File: src/rtl/kwsm_pkg.sv
// Shared types, codes and widths for the k-way sorted merge block.
package kwsm_pkg;

	localparam int VALUE_W        = 32;
	localparam int LANE_FIELD_W   = 2;
	localparam int IN_TDATA_W     = 40;
	localparam int OUT_TDATA_W    = 40;
	localparam int STATUS_W       = 2;
	localparam int LANES_DEF      = 4;
	localparam int LANE_DEPTH_DEF = 16;

	localparam logic OP_APPEND = 1'b0;
	localparam logic OP_TAKE   = 1'b1;

	typedef enum logic [STATUS_W-1:0] {
		ST_APPENDED = 2'd0,
		ST_EMITTED  = 2'd1,
		ST_EMPTY    = 2'd2,
		ST_FULL     = 2'd3
	} status_t;

	typedef struct packed {
		logic load;
		logic append;
		logic scan;
		logic pop;
		logic push;
	} cmd_t;

	typedef struct packed {
		logic opcode;
		logic scan_last;
		logic out_free;
	} sts_t;

endpackage

File: src/rtl/k_way_sorted_merge.sv
// Top level of the k-way sorted merge: controller plus datapath.
// Append: the request passes through the APPEND and RESULT states before the next one is taken.
// Take: the head scan visits each lane in turn through the single lane-store read port, then
// the DRAIN, POP and RESULT states follow before the next request is taken.
// One request is in work at a time; a finished result waits in the output register.
// Reset clears all lanes to empty; lane storage itself is not cleared.
module k_way_sorted_merge #(
	parameter int LANES      = kwsm_pkg::LANES_DEF,
	parameter int LANE_DEPTH = kwsm_pkg::LANE_DEPTH_DEF
) (
	input  logic                               clk,
	input  logic                               arst_n,
	input  logic                               s_axis_tvalid,
	output logic                               s_axis_tready,
	input  logic [kwsm_pkg::IN_TDATA_W-1:0]    s_axis_tdata,  // lane[1:0], value[33:2]
	input  logic                               s_axis_tuser,  // opcode[0]
	output logic                               m_axis_tvalid,
	input  logic                               m_axis_tready,
	output logic [kwsm_pkg::OUT_TDATA_W-1:0]   m_axis_tdata,  // out_value[31:0], source_lane[33:32]
	output logic [kwsm_pkg::STATUS_W-1:0]      m_axis_tuser   // status[1:0]
);
	import kwsm_pkg::*;

	cmd_t cmd;
	sts_t sts;

	kwsm_ctrl u_ctrl (
		.clk      (clk),
		.arst_n   (arst_n),
		.in_valid (s_axis_tvalid),
		.in_ready (s_axis_tready),
		.sts      (sts),
		.cmd      (cmd)
	);

	kwsm_dp #(
		.LANES      (LANES),
		.LANE_DEPTH (LANE_DEPTH)
	) u_dp (
		.clk       (clk),
		.arst_n    (arst_n),
		.in_data   (s_axis_tdata),
		.in_user   (s_axis_tuser),
		.out_valid (m_axis_tvalid),
		.out_ready (m_axis_tready),
		.out_data  (m_axis_tdata),
		.out_user  (m_axis_tuser),
		.cmd       (cmd),
		.sts       (sts)
	);

endmodule

File: src/rtl/kwsm_ctrl.sv
// Controller state machine sequencing append and take requests.
module kwsm_ctrl (
	input  logic            clk,
	input  logic            arst_n,
	input  logic            in_valid,
	output logic            in_ready,
	input  kwsm_pkg::sts_t  sts,
	output kwsm_pkg::cmd_t  cmd
);
	import kwsm_pkg::*;

	typedef enum logic [2:0] {
		S_IDLE,
		S_APPEND,
		S_SCAN,
		S_DRAIN,
		S_POP,
		S_RESULT
	} state_t;

	state_t state_q;
	logic   ready_q;
	logic   accept;

	assign in_ready = ready_q;
	assign accept   = in_valid & ready_q;

	always_comb begin
		cmd        = '0;
		cmd.load   = accept;
		cmd.append = (state_q == S_APPEND);
		cmd.scan   = (state_q == S_SCAN);
		cmd.pop    = (state_q == S_POP);
		cmd.push   = (state_q == S_RESULT) & sts.out_free;
	end

	always_ff @(posedge clk or negedge arst_n) begin
		if (!arst_n) begin
			state_q <= S_IDLE;
			ready_q <= 1'b1;
		end else begin
			unique case (state_q)
				S_IDLE: begin
					if (accept) begin
						ready_q <= 1'b0;
						state_q <= (sts.opcode == OP_TAKE) ? S_SCAN : S_APPEND;
					end
				end
				S_APPEND: begin
					state_q <= S_RESULT;
				end
				S_SCAN: begin
					if (sts.scan_last) begin
						state_q <= S_DRAIN;
					end
				end
				S_DRAIN: begin
					state_q <= S_POP;
				end
				S_POP: begin
					state_q <= S_RESULT;
				end
				S_RESULT: begin
					if (sts.out_free) begin
						ready_q <= 1'b1;
						state_q <= S_IDLE;
					end
				end
				default: begin
					ready_q <= 1'b1;
					state_q <= S_IDLE;
				end
			endcase
		end
	end

endmodule

File: src/rtl/kwsm_dp.sv
// Datapath: lane storage, per-lane pointers, head comparator and result register.
module kwsm_dp #(
	parameter int LANES      = kwsm_pkg::LANES_DEF,
	parameter int LANE_DEPTH = kwsm_pkg::LANE_DEPTH_DEF
) (
	input  logic                                 clk,
	input  logic                                 arst_n,
	input  logic [kwsm_pkg::IN_TDATA_W-1:0]      in_data,
	input  logic                                 in_user,
	output logic                                 out_valid,
	input  logic                                 out_ready,
	output logic [kwsm_pkg::OUT_TDATA_W-1:0]     out_data,
	output logic [kwsm_pkg::STATUS_W-1:0]        out_user,
	input  kwsm_pkg::cmd_t                       cmd,
	output kwsm_pkg::sts_t                       sts
);
	import kwsm_pkg::*;

	localparam int LANE_W = (LANES > 1) ? $clog2(LANES) : 1;
	localparam int PTR_W  = (LANE_DEPTH > 1) ? $clog2(LANE_DEPTH) : 1;
	localparam int FILL_W = $clog2(LANE_DEPTH + 1);
	localparam logic [PTR_W-1:0]  PTR_LAST  = PTR_W'(LANE_DEPTH - 1);
	localparam logic [FILL_W-1:0] FILL_FULL = FILL_W'(LANE_DEPTH);
	localparam logic [LANE_W-1:0] IDX_LAST  = LANE_W'(LANES - 1);

	logic [VALUE_W-1:0]      mem_q [LANES][LANE_DEPTH];
	logic [PTR_W-1:0]        head_q [LANES];
	logic [PTR_W-1:0]        tail_q [LANES];
	logic [FILL_W-1:0]       fill_q [LANES];

	logic [LANE_FIELD_W-1:0] lane_q;
	logic [VALUE_W-1:0]      value_q;
	logic [LANE_W-1:0]       idx_q;

	logic                    vld_s1;
	logic                    nonempty_s1;
	logic [LANE_W-1:0]       lane_s1;
	logic [VALUE_W-1:0]      rd_s1;

	logic                    found_q;
	logic [VALUE_W-1:0]      best_q;
	logic [LANE_W-1:0]       best_lane_q;

	status_t                 res_status_q;
	logic [VALUE_W-1:0]      res_value_q;
	logic [LANE_FIELD_W-1:0] res_lane_q;

	logic                    out_valid_q;
	status_t                 out_status_q;
	logic [VALUE_W-1:0]      out_value_q;
	logic [LANE_FIELD_W-1:0] out_lane_q;

	logic [LANE_W-1:0]       lane_idx;
	logic                    lane_ok;
	logic                    append_ok;
	logic                    do_pop;
	logic                    better;

	assign lane_idx  = LANE_W'(lane_q);
	assign lane_ok   = (32'(lane_q) < 32'(LANES));
	assign append_ok = cmd.append & lane_ok & (fill_q[lane_idx] != FILL_FULL);
	assign do_pop    = cmd.pop & found_q;
	assign better    = !found_q || ($signed(best_q) >= $signed(rd_s1));

	assign sts.opcode    = in_user;
	assign sts.scan_last = (idx_q == IDX_LAST);
	assign sts.out_free  = !out_valid_q || out_ready;

	assign out_valid = out_valid_q;
	assign out_data  = {(OUT_TDATA_W - VALUE_W - LANE_FIELD_W)'(0), out_lane_q, out_value_q};
	assign out_user  = out_status_q;

	// Hold the request payload.
	always_ff @(posedge clk) begin
		if (cmd.load) begin
			lane_q  <= in_data[LANE_FIELD_W-1:0];
			value_q <= in_data[LANE_FIELD_W +: VALUE_W];
		end
	end

	// Lane storage: one write port for appends, one registered read for the scan.
	always_ff @(posedge clk) begin
		if (append_ok) begin
			mem_q[lane_idx][tail_q[lane_idx]] <= value_q;
		end
		if (cmd.scan) begin
			rd_s1 <= mem_q[idx_q][head_q[idx_q]];
		end
	end

	always_ff @(posedge clk) begin
		if (cmd.scan) begin
			lane_s1     <= idx_q;
			nonempty_s1 <= (fill_q[idx_q] != '0);
		end
	end

	always_ff @(posedge clk or negedge arst_n) begin
		if (!arst_n) begin
			for (int i = 0; i < LANES; i++) begin
				head_q[i] <= '0;
				tail_q[i] <= '0;
				fill_q[i] <= '0;
			end
		end else begin
			for (int i = 0; i < LANES; i++) begin
				if (append_ok && (lane_idx == LANE_W'(i))) begin
					tail_q[i] <= (tail_q[i] == PTR_LAST) ? '0 : tail_q[i] + 1'b1;
					fill_q[i] <= fill_q[i] + 1'b1;
				end else if (do_pop && (best_lane_q == LANE_W'(i))) begin
					head_q[i] <= (head_q[i] == PTR_LAST) ? '0 : head_q[i] + 1'b1;
					fill_q[i] <= fill_q[i] - 1'b1;
				end
			end
		end
	end

	// Advance the scan and keep the smallest head; ties go to the later lane.
	always_ff @(posedge clk or negedge arst_n) begin
		if (!arst_n) begin
			idx_q   <= '0;
			vld_s1  <= 1'b0;
			found_q <= 1'b0;
		end else begin
			vld_s1 <= cmd.scan;
			if (cmd.load) begin
				idx_q   <= '0;
				found_q <= 1'b0;
			end else begin
				if (cmd.scan && !sts.scan_last) begin
					idx_q <= idx_q + 1'b1;
				end
				if (vld_s1 && nonempty_s1 && better) begin
					found_q <= 1'b1;
				end
			end
		end
	end

	always_ff @(posedge clk) begin
		if (vld_s1 && nonempty_s1 && better) begin
			best_q      <= rd_s1;
			best_lane_q <= lane_s1;
		end
	end

	always_ff @(posedge clk) begin
		if (cmd.append) begin
			res_status_q <= append_ok ? ST_APPENDED : ST_FULL;
			res_value_q  <= '0;
			res_lane_q   <= '0;
		end else if (cmd.pop) begin
			if (found_q) begin
				res_status_q <= ST_EMITTED;
				res_value_q  <= best_q;
				res_lane_q   <= LANE_FIELD_W'(best_lane_q);
			end else begin
				res_status_q <= ST_EMPTY;
				res_value_q  <= '0;
				res_lane_q   <= '0;
			end
		end
	end

	always_ff @(posedge clk or negedge arst_n) begin
		if (!arst_n) begin
			out_valid_q <= 1'b0;
		end else if (cmd.push) begin
			out_valid_q <= 1'b1;
		end else if (out_ready) begin
			out_valid_q <= 1'b0;
		end
	end

	always_ff @(posedge clk) begin
		if (cmd.push) begin
			out_status_q <= res_status_q;
			out_value_q  <= res_value_q;
			out_lane_q   <= res_lane_q;
		end
	end

endmodule

File: config.mk
export PLATFORM = sky130hd
export DESIGN_NAME = k_way_sorted_merge
export DESIGN_NICKNAME = d
export VERILOG_FILES = /design/src/rtl/kwsm_pkg.sv /design/src/rtl/k_way_sorted_merge.sv /design/src/rtl/kwsm_ctrl.sv /design/src/rtl/kwsm_dp.sv
export SDC_FILE = /design/constraint.sdc
export NUM_CORES = 2
export LEC_CHECK = 0
export BUFFER_PORTS_ARGS = -buffer_cell sky130_fd_sc_hd__buf_2
export CORE_UTILIZATION = 57
export DETAILED_ROUTE_END_ITERATION = 12
export GPL_TIMING_DRIVEN = 1
export PLACE_DENSITY = 0.76
export SYNTH_ARGS = -nofsm -noshare
export SYNTH_HDL_FRONTEND = slang
export SYNTH_SLANG_ARGS = --single-unit
File: constraint.sdc
create_clock -name clk -period 4.15 [get_ports clk]
set_clock_uncertainty 0.15 [all_clocks]
set_input_delay 0.83 -clock clk [delete_from_list [all_inputs] [get_ports clk]]
set_output_delay 0.83 -clock clk [all_outputs]
set_load 0.03 [all_outputs]
# --- Word level (Yosys, flattened, before mapping) ---
# Memories as Yosys holds them, arrays and structs flattened.
# Index checks and enable logic that the tools add are counted.
classes:
  n_addsub: 17
  bitwise: 13
  n_lt_le_gt_ge: 6
  eq_ne: 24
  n_mux: 55
  n_reduce_logical: 37
op_table:
  columns: ["op", "count"]
  rows:
  - ["$mux 512", 1]
  - ["$bmux 32 s4", 1]
  - ["$demux 32 s4", 1]
  - ["$mux 32", 4]
  - ["$mux 5", 12]
  - ["$mux 4", 12]
  - ["$add 4x1->4 const B", 8]
  - ["$eq 4x4->1 const B", 8]
  - ["$ge 32x32->1", 1]
  - ["$add 5x1->5 const B", 4]
  - ["$bmux 5 s2", 2]
  - ["$sub 5x1->5 const B", 4]
  - ["$bmux 4 s2", 2]
  - ["$mux 2", 8]
  - ["$reduce_bool 2->1", 8]
  - ["$pmux 3 s5", 1]
  - ["$logic_and 1x1->1", 12]
  - ["$eq 2x2->1 const B", 5]
  - ["$ge 5x5->1 const B", 2]
  - ["$not 4->5", 2]
  - ["$mux 3", 3]
  - ["$reduce_and 2->1", 4]
  - ["$mux 1", 7]
  - ["$eq 3x2->1 const B", 2]
  - ["21 further kinds", 38]
word_totals:
  mem_bits_rw: 2048
  mem_count: 1
  wordCells: 184
  ff_bits: 236
  out_inout_bits: 44
memory_table:
  columns: ["name", "words", "width", "rd", "rd_ports_with_merged_regs", "write_ports", "line_no", "text"]
  rows:
  - ["u_dp.mem_q", 4, 512, 1, 0, 1, "kwsm_dp.sv:26", "logic [VALUE_W-1:0] mem_q [LANES][LANE_DEPTH];"]

# --- Depth between registers and ports, before layout ---
depth:
  ltp_word: 10
  ltp_mapped: 14

# --- Cells and area by module ---
# A second synthesis with hierarchy kept.
hier_totals:
  hier_cells: 4620
  area_unflattened_um2: 89225.6
modules_own_cells:
  columns: ["module", "seq_area_each_um2", "area_each_um2", "cells_each", "instances"]
  rows:
  - ["kwsm_dp", 67840.1, 88967.8, 4591, 1]
  - ["kwsm_ctrl", 101.3, 257.7, 29, 1]

# --- Worst setup path after synthesis ---
# No wires, ideal clock.
synth_timing:
  path_type: "reg2reg"
  startpoint: "register u_dp.best_q[31]"
  endpoint: "register u_dp.best_lane_q[0] (enable)"
  synth_period_minus_slack_ns: 4.029
  setup_time_ns: 0.426
  required_ns: 3.574
  stages_incl_launch_ff: 7
  path_buffers: 0
  setup_slack_ns: 0.121
  arrival_ns: 3.454
  path_cell_list: "edfxtp_1 -> ha_1 -> nand4_1 -> or4_1 -> or4_1 -> a41o_1 -> nor2_1"
synth_via:
  elab_chain_cells: 3
synth_rtl:
  columns: ["item", "line_no", "text"]
  rows:
  - ["start: declaration", "kwsm_dp.sv:41", "logic [VALUE_W-1:0] best_q;"]
  - ["start signal: assignment", "kwsm_dp.sv:142", "best_q <= rd_s1;"]
  - ["$ge 32x32->1", "kwsm_dp.sv:63", "assign better = !found_q || ($signed(best_q) >= $signed(rd_s1));"]
  - ["$logic_or 1x1->1", "kwsm_dp.sv:63", null]
  - ["$logic_and 1x1->1", "kwsm_dp.sv:141", "if (vld_s1 && nonempty_s1 && better) begin"]
  - ["end signal: assignment", "kwsm_dp.sv:143", "best_lane_q <= lane_s1;"]
  - ["end: declaration", "kwsm_dp.sv:42", "logic [LANE_W-1:0] best_lane_q;"]
# No other way between the ends.
# A chain may end at the register's enable or synchronous reset.

# --- Worst setup path in the final report ---
layout_timing:
  startpoint: "register u_dp.idx_q[0]"
  endpoint: "register u_dp.rd_s1[28] (data pin)"
layout_via:
  elab_chain_cells: 8
  elab_cells_between_ends: 9
  cone_classes: "6 x mux; 2 x bitwise; 1 x memory"
layout_rtl:
  columns: ["item", "line_no", "text"]
  rows:
  - ["start: declaration", "kwsm_dp.sv:33", "logic [LANE_W-1:0] idx_q;"]
  - ["start signal: assignment", "kwsm_dp.sv:131", "idx_q <= idx_q + 1'b1;"]
  - ["$not 2->3 (implied by the code)", "kwsm_dp.sv:87", "rd_s1 <= mem_q[idx_q][head_q[idx_q]];"]
  - ["$bmux 4 s2", "kwsm_dp.sv:87", null]
  - ["$mux 4 (implied by the code) (2 in a row)", "kwsm_dp.sv:87", null]
  - ["$not 4->5 (implied by the code)", "kwsm_dp.sv:87", null]
  - ["$bmux 32 s4 (*)", "kwsm_dp.sv:87", null]
  - ["$mux 32 (implied by the code) (*) (2 in a row)", "kwsm_dp.sv:87", null]
  - ["end signal: assignment", "kwsm_dp.sv:87", null]
  - ["end: declaration", "kwsm_dp.sv:38", "logic [VALUE_W-1:0] rd_s1;"]
# Every way passes the cells marked *; elsewhere a longest branch is shown, timed or not. The select of a mux whose other input is x is not followed.

==> results.md <==
* Outcome: complete, no violations
* DR iter-0 viols at 7111
* Ys flop type: edfxtp_1
* CTS tree: yes
* Vias in the first global route at between 40000 and 50000
* Worst Path Required at 4.60 ns
* Worst vdd ir at between 0.0004 and 0.0005 V
* Slew HR at between 10% and 20%
* DR vias at 47500
* Initial antenna violation count at 13
* Area grow syn2layout at 14.0%
* Clock sink total at roughly 2300
* Fill cells at just under 10000
* CTS H-tree lvls at 4
* First-pass GRT wire length at roughly 330000 um
* Largest net degree at the start of global routing at 105
* Final min period at ~3.7 ns
* Crit Path Class: reg -> reg
* Core area at about 0.15 mm2
* Worst skew pair latency at around 0.87 ns
* Port Buffers at 76
* Seq/Total Area, Yosys at between 70% and 80%
* Achievable Freq at 271 MHz
* Reg-to-reg startpoint: u_dp.idx_q[0]$_DFFE_PN0P_
* WHS at 0.0510 ns
* Comb pwr share at between 10% and 20%
* Worst-margin pin slew at between 1 and 1.5 ns
* Cells after synthesis at roughly 4600
* Initial DRT Pass Iterations at 6
* Startpoint Class: register
* Switching power at roughly 14 mW
* Die W at roughly 400 um
* Worst hold start: s_axis_tdata[19]
* DR WL/cell at about 32 um
* Detail Placement HPWL at 129000 um
* Starting density of the core at roughly 58%
* Die height at between 300 and 400 um
* Synthesized area at slightly below 0.09 mm2
* Clk pwr share at 36.3%
* Avg Cell Area, Syn at between 15 and 20 um2
* Setup_tns at 0 ns
* Num CTS Buffers at between 200 and 250
* YS warnings at 0
* Setup crit start: u_dp.idx_q[0]$_DFFE_PN0P_
* Synthesis-stage register bit count at ~2300
* Hold WC Path Type: in -> reg
* Proportion of layout cells with a drive suffix above 1 at a little under a quarter
* Ports at 89
* Reg power frac at around half
* Arrival @ worst endpoint at between 4 and 5 ns
* Period utilization at 88.9%
* Maxcap violations at 0
* Residual DRC at 0
* Synth async-reset ratio at between 2 and 3%
* Worst Setup End Kind: register
* Via density at around 6.6
* Die ar. at around 0.16 mm2
* Clock-pin slew of the registers on the worst-case setup and hold paths at approximately 0.07 ns
* Synth cell types at 65
* WL final at 231000 um
* Cell Int Power at ~41 mW
* Row count at 144
* PD cells at between 500 and 600 mW/mm2
* Clock buffer depth at 3
* Final GP Congestion at roughly 0.85
* Pleak at ~32 nW
* Detail Route Antenna Nets at 0
* Slew Limit Fails at 0
* Gr ovfl total at 0
* Unrepaired setup endpoints after global routing: false
* Sw frac at a little over a quarter
* Final setup fails at 0
* Tot GR Track Use at 29.6%
* Maximum fanout along the worst path at 38
* Root Buffer: clkbuf_16
* Final Hold Viols at 0
* Setup bufs post-CTS at 0
* NumNets Final at just over 5000
* EDFF count, synth at about 2200
==> cells by family after synthesis <==
logic type	Yosys count	share of synthesized area, %
xor+xnor	26	0.256
compound gates	392	3.10
mux	643	13.2
fa+ha+maj	57	0.835
simple gates	931	4.61
other cells	1	0.00421
buf+inv	310	1.69
flops	2284	76.3
==> synthesized netlist by cell type (all sizes together), types with 25 or more instances <==
library cell / n / area [um2]
nor2: 190 / 721
o32ai: 31 / 272
edfxtp: 2189 / 65700
o211ai: 34 / 255
nor2b: 70 / 438
nand3: 201 / 1020
clkbuf: 88 / 330
a22o: 34 / 298
dfrtp: 60 / 1500
mux4: 424 / 9550
ha: 53 / 663
nand2: 421 / 1590
dfxtp: 34 / 681
o21ai: 25 / 148
buf: 172 / 983
a211oi: 127 / 953
mux2i: 206 / 2060
inv: 50 / 188
a21oi: 103 / 515
==> worst max-delay path, stage by stage, from the launching register on <==
cell and delay (ns):
dfrtp_4 0.63, buf_4 0.45, mux2_8 0.57, buf_12 0.28, nand2_1 0.09, nand3_1 0.31
nand3_1 0.35, o32ai_1 0.55
==> flip-flops by register name, indices dropped and copies added, names as in the netlist <==
signal / flops
u_dp.tail_q: 16
u_dp.out_lane_q: 2
u_dp.best_lane_q: 2
u_dp.res_value_q: 32
u_dp.nonempty_s1: 1
u_ctrl.in_ready: 1
u_dp.best_q: 32
u_dp.vld_s1: 1
u_dp.out_valid: 1
u_dp.fill_q: 20
u_ctrl.state_q: 3
u_dp.head_q: 16
u_dp.value_q: 32
u_dp.idx_q: 2
u_dp.lane_s1: 2
u_dp.rd_s1: 32
u_dp.out_value_q: 32
u_dp.mem_q: 2048
u_dp.res_lane_q: 2
u_dp.res_status_q: 2
u_dp.lane_idx: 2
u_dp.found_q: 1
u_dp.out_user: 2
==> worst paths after layout <==
kind,to,slack (ns),cells after the start
max,u_dp.rd_s1[28]$_DFFE_PP_,0.46,7
min in group asynchronous,u_dp.fill_q[12]$_DFFE_PN0P_,0.41,2
min reg2reg,u_dp.out_user[0]$_DFFE_PP_,0.27,0
max reg2reg,u_dp.rd_s1[28]$_DFFE_PP_,0.46,7
max in group asynchronous,u_dp.fill_q[2]$_DFFE_PN0P_,2.57,3
min,u_dp.value_q[17]$_DFFE_PP_,0.05,1
==> placed cells by master (no fill, tap or decap), drive strengths merged, types with 13 or more instances in the layout <==
master / synthesis / routed
a21o: 16 / 16
a211oi: 127 / 127
inv: 50 / 56
o211ai: 34 / 34
nor2b: 70 / 70
mux2: 13 / 13
nand2: 421 / 421
buf: 172 / 330
xnor2: 16 / 16
o32ai: 31 / 31
a22o: 34 / 34
ha: 53 / 53
a21oi: 103 / 103
mux4: 424 / 424
mux2i: 206 / 206
o21ai: 25 / 25
dfrtp: 60 / 60
edfxtp: 2189 / 2189
clkbuf: 88 / 261
nor2: 190 / 190
clkinv: 0 / 103
dfxtp: 34 / 34
dlygate4sd3: 0 / 34
nand3: 201 / 201
bufinv: 0 / 28
==> cell type report <==
type                    instances  area [um2]  area share, %
diodes                          6        15.0         0.0148
clock buffers                 261        5690           5.60
clock inverters               139        1460           1.44
inverters                      50         188          0.185
multi-input cells            2055       20200           19.9
flip-flops and latches       2284       68000           66.9
well taps                    2044        2560           2.52
repair buffers                364        3490           3.43
==> through the flow <==
stage,util [%],worst slack [ns],power (mW),cell area [um2],cells
global placement,60.8,0.636,35.0,94000,6762
global route,65.7,0.366,56.3,102000,7197
CTS,65.7,0.567,54.9,102000,7197
detailed placement,60.8,0.599,35.3,94000,6763
floorplan,-,0.121,31.8,89100,4649
finish,65.7,0.463,54.9,102000,7203
==> power by group through the flow <==
stage          Clock, mW  Combinational, mW  Sequential, mW
2_1_floorplan          0               3.61            28.2
3_3_place_gp           0               7.30            27.7
3_5_place_dp           0               7.54            27.7
4_1_cts             20.1               7.63            27.2
5_1_grt             20.9               8.10            27.3
6_report            19.9               7.72            27.3
==> timing repair <==
action                     in CTS  in global routing
hold buffers                   34                  0
resized for setup               0                  0
setup endpoints to repair       0                  0
hold endpoints to repair       62                  0
==> metal layers <==
layer / global-route usage [%] / part of all wire [%]
met2: 46.7 / 48
met5: 0 / 0.035
met1: 39.3 / 35
met4: 14.3 / 5.2
met3: 6.86 / 12
(Power assumes the default switching activity.)
